[src/rtl/bpcl_pkg.sv]
// Package for the button press code lock: register map, widths and shared helpers.
package bpcl_pkg;

  // Field widths
  localparam int unsigned ELAPSED_W = 16;
  localparam int unsigned TIMER_W   = 19;
  localparam int unsigned WIN_MS_W  = 18;
  localparam int unsigned COUNT_W   = 8;
  localparam int unsigned DIGIT_W   = 2;

  // Stream and APB widths
  localparam int unsigned IN_TDATA_W  = 24;
  localparam int unsigned OUT_TDATA_W = 8;
  localparam int unsigned APB_ADDR_W  = 5;
  localparam int unsigned APB_DATA_W  = 32;

  localparam logic [WIN_MS_W-1:0] MS_PER_SECOND = WIN_MS_W'(1000);
  localparam logic [COUNT_W-1:0]  COUNT_MAX     = '1;

  // Register index (byte address / 4)
  typedef enum logic [2:0] {
    REG_ENABLE       = 3'd0,
    REG_DIGIT_COUNT  = 3'd1,
    REG_WINDOW_SEC   = 3'd2,
    REG_FIRST_DIGIT  = 3'd3,
    REG_SECOND_DIGIT = 3'd4,
    REG_THIRD_DIGIT  = 3'd5
  } cfg_reg_t;

  // Result bit positions inside out_tdata
  localparam int unsigned OUT_POWER_ON = 0;
  localparam int unsigned OUT_BLUE     = 1;
  localparam int unsigned OUT_GREEN    = 2;
  localparam int unsigned OUT_ENTERING = 3;

  // Result flags of one tick
  typedef struct packed {
    logic entering_code;
    logic blink_green;
    logic blink_blue;
    logic power_on;
  } result_t;

endpackage

[src/rtl/button_press_code_lock_unit.sv]
// Top level of the button press code lock: APB registers, tick stream in, result stream out.
//
//  channel   | ports                            | payload
//  ----------+----------------------------------+--------------------------------------
//  in        | in_tvalid/in_tready/in_tdata     | [0] button_level, [16:1] elapsed_ms
//  out       | out_tvalid/out_tready/out_tdata  | [0] power_on, [1] blink_blue,
//            |                                  | [2] blink_green, [3] entering_code
//  cfg       | cfg_psel/penable/pwrite/paddr/.. | six registers at byte addresses 0..20
//
// One tick per cycle sustained while out_tready is high; a tick passes through the input
// register, then the lock update into the result register.
// rst_n is synchronous and active low; it resets lock state, valids and registers.
// A full result register that is not taken stalls the input register, which then
// drops in_tready; both stages move together when out_tready is high.
module button_press_code_lock_unit
  import bpcl_pkg::*;
(
  input  logic                   clk,
  input  logic                   rst_n,
  // tick stream
  input  logic                   in_tvalid,
  output logic                   in_tready,
  input  logic [IN_TDATA_W-1:0]  in_tdata,   // [0] button_level, [16:1] elapsed_ms, rest 0
  // result stream
  output logic                   out_tvalid,
  input  logic                   out_tready,
  output logic [OUT_TDATA_W-1:0] out_tdata,  // [0] power_on, [1] blink_blue,
                                             // [2] blink_green, [3] entering_code, rest 0
  // configuration
  input  logic                   cfg_psel,
  input  logic                   cfg_penable,
  input  logic                   cfg_pwrite,
  input  logic [APB_ADDR_W-1:0]  cfg_paddr,
  input  logic [APB_DATA_W-1:0]  cfg_pwdata,
  output logic [APB_DATA_W-1:0]  cfg_prdata,
  output logic                   cfg_pready
);

  // Configuration registers
  logic                enable_r;
  logic [DIGIT_W-1:0]  digit_count_r;
  logic [7:0]          window_sec_r;
  logic [WIN_MS_W-1:0] window_ms_r;
  logic [COUNT_W-1:0]  first_digit_r;
  logic [COUNT_W-1:0]  second_digit_r;
  logic [COUNT_W-1:0]  third_digit_r;
  logic                cfg_wr;
  cfg_reg_t            cfg_idx;

  // Input stage
  logic                 in_valid_r;
  logic                 level_r;
  logic [ELAPSED_W-1:0] elapsed_r;

  // Lock state
  logic                was_pressed_r, was_pressed_nxt;
  logic                watching_r,    watching_nxt;
  logic [TIMER_W-1:0]  timer_r,       timer_nxt;
  logic [COUNT_W-1:0]  count_r,       count_nxt;
  logic [DIGIT_W-1:0]  digit_idx_r,   digit_idx_nxt;

  // Result stage
  logic                out_valid_r;
  result_t             result_r, result_nxt;

  logic                advance;
  logic                released;
  logic [TIMER_W-1:0]  timer_sum;
  logic [COUNT_W-1:0]  count_inc;
  logic [COUNT_W-1:0]  required;
  logic                expired;

  assign cfg_pready = 1'b1;
  assign cfg_wr     = cfg_psel & cfg_penable & cfg_pwrite & cfg_pready;
  assign cfg_idx    = cfg_reg_t'(cfg_paddr[4:2]);

  // Register writes; window also kept in milliseconds for the expiry compare
  always_ff @(posedge clk) begin
    if (!rst_n) begin
      enable_r       <= 1'b0;
      digit_count_r  <= '0;
      window_sec_r   <= 8'd1;
      window_ms_r    <= MS_PER_SECOND;
      first_digit_r  <= '0;
      second_digit_r <= '0;
      third_digit_r  <= '0;
    end else if (cfg_wr) begin
      unique case (cfg_idx)
        REG_ENABLE:       enable_r       <= cfg_pwdata[0];
        REG_DIGIT_COUNT:  digit_count_r  <= cfg_pwdata[DIGIT_W-1:0];
        REG_WINDOW_SEC: begin
          window_sec_r <= cfg_pwdata[7:0];
          window_ms_r  <= WIN_MS_W'(cfg_pwdata[7:0]) * MS_PER_SECOND;
        end
        REG_FIRST_DIGIT:  first_digit_r  <= cfg_pwdata[COUNT_W-1:0];
        REG_SECOND_DIGIT: second_digit_r <= cfg_pwdata[COUNT_W-1:0];
        REG_THIRD_DIGIT:  third_digit_r  <= cfg_pwdata[COUNT_W-1:0];
        default: ;
      endcase
    end
  end

  // Register readback
  always_comb begin
    cfg_prdata = '0;
    unique case (cfg_idx)
      REG_ENABLE:       cfg_prdata = APB_DATA_W'(enable_r);
      REG_DIGIT_COUNT:  cfg_prdata = APB_DATA_W'(digit_count_r);
      REG_WINDOW_SEC:   cfg_prdata = APB_DATA_W'(window_sec_r);
      REG_FIRST_DIGIT:  cfg_prdata = APB_DATA_W'(first_digit_r);
      REG_SECOND_DIGIT: cfg_prdata = APB_DATA_W'(second_digit_r);
      REG_THIRD_DIGIT:  cfg_prdata = APB_DATA_W'(third_digit_r);
      default:          cfg_prdata = '0;
    endcase
  end

  // Pipeline flow: result register frees up, input stage moves into it
  assign advance   = in_valid_r & (~out_valid_r | out_tready);
  assign in_tready = ~in_valid_r | advance;

  always_ff @(posedge clk) begin
    if (!rst_n) begin
      in_valid_r <= 1'b0;
    end else if (in_tready) begin
      in_valid_r <= in_tvalid;
    end
  end

  always_ff @(posedge clk) begin
    if (in_tready && in_tvalid) begin
      level_r   <= in_tdata[0];
      elapsed_r <= in_tdata[ELAPSED_W:1];
    end
  end

  // Code digit for the current index; index zero wants zero releases
  always_comb begin
    unique case (digit_idx_r)
      2'd1:    required = first_digit_r;
      2'd2:    required = second_digit_r;
      2'd3:    required = third_digit_r;
      default: required = '0;
    endcase
  end

  assign released  = was_pressed_r & ~level_r;
  assign timer_sum = timer_r + TIMER_W'(elapsed_r);
  assign count_inc = (released && count_r != COUNT_MAX) ? count_r + COUNT_W'(1) : count_r;
  assign expired   = timer_sum > TIMER_W'(window_ms_r);

  // Lock update for one tick
  always_comb begin
    was_pressed_nxt = was_pressed_r;
    watching_nxt    = watching_r;
    timer_nxt       = timer_r;
    count_nxt       = count_r;
    digit_idx_nxt   = digit_idx_r;
    result_nxt      = '0;

    if (enable_r) begin
      was_pressed_nxt = level_r;
      if (watching_r) begin
        count_nxt = count_inc;
        if (expired) begin
          timer_nxt = '0;
          if (count_inc == required) begin
            if (digit_idx_r == digit_count_r) begin
              // last digit matched
              result_nxt.power_on = 1'b1;
              watching_nxt        = 1'b0;
            end else begin
              // digit matched, move on; the count restarts at zero for the next digit
              digit_idx_nxt         = digit_idx_r + DIGIT_W'(1);
              count_nxt             = '0;
              result_nxt.blink_blue = 1'b1;
            end
          end else begin
            watching_nxt = 1'b0;
          end
        end else begin
          timer_nxt = timer_sum;
        end
      end else if (released) begin
        if (digit_count_r != '0) begin
          // first release opens entry and counts as one
          watching_nxt  = 1'b1;
          count_nxt     = COUNT_W'(1);
          timer_nxt     = '0;
          digit_idx_nxt = DIGIT_W'(1);
        end else begin
          result_nxt.power_on    = 1'b1;
          result_nxt.blink_green = 1'b1;
        end
      end
    end
    result_nxt.entering_code = watching_nxt;
  end

  // Lock state
  always_ff @(posedge clk) begin
    if (!rst_n) begin
      was_pressed_r <= 1'b0;
      watching_r    <= 1'b0;
      timer_r       <= '0;
      count_r       <= '0;
      digit_idx_r   <= DIGIT_W'(1);
    end else if (advance) begin
      was_pressed_r <= was_pressed_nxt;
      watching_r    <= watching_nxt;
      timer_r       <= timer_nxt;
      count_r       <= count_nxt;
      digit_idx_r   <= digit_idx_nxt;
    end
  end

  // Result register
  always_ff @(posedge clk) begin
    if (!rst_n) begin
      out_valid_r <= 1'b0;
    end else if (~out_valid_r | out_tready) begin
      out_valid_r <= in_valid_r;
    end
  end

  always_ff @(posedge clk) begin
    if (advance) begin
      result_r <= result_nxt;
    end
  end

  assign out_tvalid = out_valid_r;
  assign out_tdata  = OUT_TDATA_W'(result_r);

endmodule

[config.mk]
export PLATFORM = sky130hd
export DESIGN_NAME = button_press_code_lock_unit
export DESIGN_NICKNAME = d
export VERILOG_FILES = /design/src/rtl/bpcl_pkg.sv /design/src/rtl/button_press_code_lock_unit.sv
export SDC_FILE = /design/constraint.sdc
export NUM_CORES = 1
export LEC_CHECK = 0
export BUFFER_PORTS_ARGS = -buffer_cell sky130_fd_sc_hd__buf_2
export CAP_MARGIN = 20
export CORE_ASPECT_RATIO = 0.75
export CORE_UTILIZATION = 55
export DETAILED_ROUTE_END_ITERATION = 6
export PLACE_DENSITY = 0.85
export SLEW_MARGIN = 20
export SYNTH_ARGS = -nofsm -noshare
export SYNTH_HDL_FRONTEND = slang
export SYNTH_SLANG_ARGS = --single-unit
[constraint.sdc]
create_clock -name clk -period 5.2 [get_ports clk]
set_input_delay 0.26 -clock clk [delete_from_list [all_inputs] [get_ports clk]]
set_output_delay 0.26 -clock clk [all_outputs]
set_load 0.01 [all_outputs]
==> summary.txt <==
GRT
  – Largest net degree at the start of global routing: between 50 and 60
  – Met1 Use GR: between 30 and 40%
  – Met3 Resource Use GR: around 4.7%
  – Most used routing layer: met2
  – Tot GR Track Use: between 20% and 30%
  – GR Overflow Total: 0
  – Vias in the first global route: about 5600
  – First-pass GRT wire length: approximately 26 mm
  – Antenna violations before repair: 0
  – Met2 usage: approximately two fifths

Timing
  – Slew Limit Fails: 0
  – Period Utilization, post-route: between 90 and 100%
  – Final setup vio count: 0
  – Setup Skew: ~0.012 ns
  – Final min period: roughly 4.8 ns
  – Slew @ Worst Pin: roughly 1.1 ns
  – Rel. slew slack: 28.3%
  – Fin. Hold Viols: 0
  – RSZ-0062 raised after global routing: false
  – Max frequency: around 0.21 GHz
  – Worst Slack Setup Final: 0.368 ns
  – Hold_ws: 0.0778 ns
  – Setup TNS: 0 ns

Clocking
  – CTS tree: built
  – Post-CTS setup buffers: 0
  – Clock-pin slew on the worst setup and hold paths: roughly 0.070 ns
  – Clk Latency, worst-skew pair: approximately 0.36 ns
  – CTS root buf: clkbuf_16
  – Clk sinks: ~100
  – H-tree level count: 3
  – CTS buffer count: 9
  – Hold_buf cts: 0
  – Clk buf depth: 2

Worst setup path
  – Setup crit end kind: register
  – Reg2Reg Depth: 19
  – Critical Path Source Type: register
  – WP data required: roughly 5.5 ns
  – Critical Path AT: about 5.1 ns
  – Worst r2r src: elapsed_r[0]$_DFFE_PP_
  – Crit path from: elapsed_r[0]$_DFFE_PP_
  – CP max FO: 6
  – Crit Path Category: reg -> reg

Floorplanning
  – Die X: 136 µm
  – Row count: 36
  – Die area: 0.0139 mm²
  – Core ar.: between 0.01 and 0.015 mm²
  – Ports: 111
  – Die Y: around 100 µm
  – Initial Util: ~57%

Power and ir drop
  – Leak: 3.37 nW
  – Sw Ratio: between 30% and 40%
  – Combinational power share: roughly 29%
  – NetSw: ~0.00069 W
  – Sequential Power Share: between 30% and 40%
  – Power per standard cell area: roughly 270 mW/mm²
  – Clock power share: about a third
  – Maximum vdd drop: around 0.16 mV
  – Cell-internal power: roughly 0.0015 W

Drt
  – Vias per cell: 5.86
  – Initial DRT Pass Iterations: 6
  – Routed Antenna Nets: 0
  – DRT Wirelength: 16.0 mm
  – Drt first-iter violations: about 410
  – DRC: 0
  – Vias: 6094
  – Wire per inst: 15.4 µm

Cells and area
  – Non-Filler Instances: roughly 1000
  – ANT cells: 0
  – Fill cells: ~1100
  – Register area: between 0.002 and 0.0025 mm²
  – Commonest non-fill, non-tap cell in the layout: dfxtp_1
  – Most frequent cells in the layout: dfxtp_1 (81), nor2_1 (77), ha_1 (73)
  – Final core occ: between 60% and 70%
  – Final nets: a little over 1000
  – Share of layout cells above drive strength 1: 10.0%
  – Footprint of the multi-input gates: between 0.004 and 0.005 mm²
  – Area grow syn2layout: 7.32%

Yosys
  – Ys Warns: 0
  – Post-synthesis sequential area ratio: roughly 30%
  – Largest cells by area after synthesis: dfxtp_1 (22%), ha_1 (12%), edfxtp_1 (8.5%)
  – Post-Syn Area per Cell: 8.83 µm²
  – Yosys reg bits: around 100
  – Share of the synthesized area in the top cell type: a little over a fifth
  – Top cell type by total area after synthesis: dfxtp_1
  – Number of synthesized flops with an enable pin: 21
  – Async SR Flop Fraction: 0%
  – Mapped cell area: around 0.0074 mm²
  – Most used flip-flop cell after synthesis: dfxtp_1
  – Synth unique cells: between 70 and 80
  – Post-synthesis cell count: between 800 and 900

Placed design
  – Port Buffers: 48
  – Hpwl dp: ~12 mm
  – GP Congestion: just under 0.9
  – Place WS: between 0.3 and 0.4 ns
  – Placed Cells: around 1000

Run status
  – Status: complete, no violations

Hold path
  – Min-Delay Startpoint: in_tdata[0]
  – Cell count of the worst hold path: 1
  – Worst hold path class: in -> reg

Job
  – Maxcap violations: 0
-- power by group through the flow --
stage	sequential, W	combinational (W)	clock (W)
final	0.000828	0.000631	0.000694
after global routing	0.000830	0.000719	0.000729
after global placement	0.000846	0.000594	0
after CTS	0.000828	0.000632	0.000700
after floorplan	0.000845	0.000506	0
after detailed placement	0.000847	0.000629	0
-- area by class of cell --
class	count	area share, %
timing repair buffer	54	3.59
clock buffer	11	3.32
tap	171	2.69
clock inverter	5	0.583
sequential	102	28.4
inverter	70	3.31
multi-input combinational	627	58.1
-- final timing paths --
check	to	slack, ns
max	timer_r[17]$_SDFFE_PN0P_	0.37
min	level_r$_DFFE_PP_	0.08
max reg2reg	timer_r[17]$_SDFFE_PN0P_	0.37
min reg2reg	window_ms_r[15]$_SDFFE_PN0P_	0.45
-- state kept, by name (all words and copies together), names as in the netlist, 2 cells and up --
name and cells:
timer_r 19, elapsed_r 16, window_ms_r 13, count_r 8, first_digit_r 8, second_digit_r 8, third_digit_r 8, window_sec_r 8
out_tdata 4, digit_count_r 2, digit_idx_r 2
-- cells in the mapped netlist (3+ instances only) --
master,instances
o2111a_1,3
xor2_1,8
inv_1,70
ha_1,73
a31oi_1,8
buf_4,29
mux2i_1,41
o211ai_1,13
fa_1,23
buf_1,4
nor3_1,18
nand2b_1,4
nand4_1,11
a222oi_1,8
dfxtp_1,81
and2_1,4
and3_1,4
nor2b_1,10
o21a_1,5
o21ai_0,22
o22ai_1,8
xnor2_1,21
nand2_1,70
nor2_1,77
a22oi_1,12
clkbuf_1,29
a21oi_1,56
a211oi_1,4
or3_1,8
o21bai_1,6
nor4_1,3
a21o_1,16
o311ai_0,5
edfxtp_1,21
or2_2,3
nand3_1,15
-- through the flow --
step           cell area [µm²]  total power [W]
2_1_floorplan             7500          0.00135
3_3_place_gp              7620          0.00144
3_5_place_dp              7620          0.00148
4_1_cts                   7940          0.00216
5_1_grt                   7940          0.00228
6_report                  7940          0.00215
-- worst max-delay path, stage by stage, from the launching register on --
cell and delay (ns):
edfxtp_1 0.38, ha_1 0.24, inv_1 0.08, fa_1 0.22
nor2b_1 0.09, o31a_1 0.28, o31ai_2 0.25, a211oi_1 0.16
o21ai_0 0.24, or4b_2 0.62, o311ai_0 0.19, ha_1 0.35
a21o_1 0.16, a21oi_1 0.13, o21ai_0 0.10, a31oi_1 0.16
o211ai_1 0.29, nor3_2 0.25, or3b_2 0.46, a31oi_1 0.13
-- cell families (layout without fill, tap and decap cells) --
logic type	Yosys count	count (layout)	synth area share (%)
compound gates	189	189	17.4
xor+xnor	29	29	3.43
fa+ha+maj	96	96	18.6
buf+inv	136	140	8.61
flops	102	102	30.4
mux	43	43	5.85
other cells	2	29	0.102
simple gates	241	241	15.6
-- layer usage --
layer | vias up | share of wire [%]
met5 | - | 0
met2 | 209 | 45
met1 | 2892 | 47
li1 | 2973 | -
met3 | 20 | 6.5
met4 | 0 | 1.4
-- what timing repair did --
action / CTS / global route
gates resized for setup: 0 / 1
hold endpoints to repair: 0 / 0
setup endpoints to repair: 0 / 1
No activity file was read; power rests on OpenSTA's default activity.
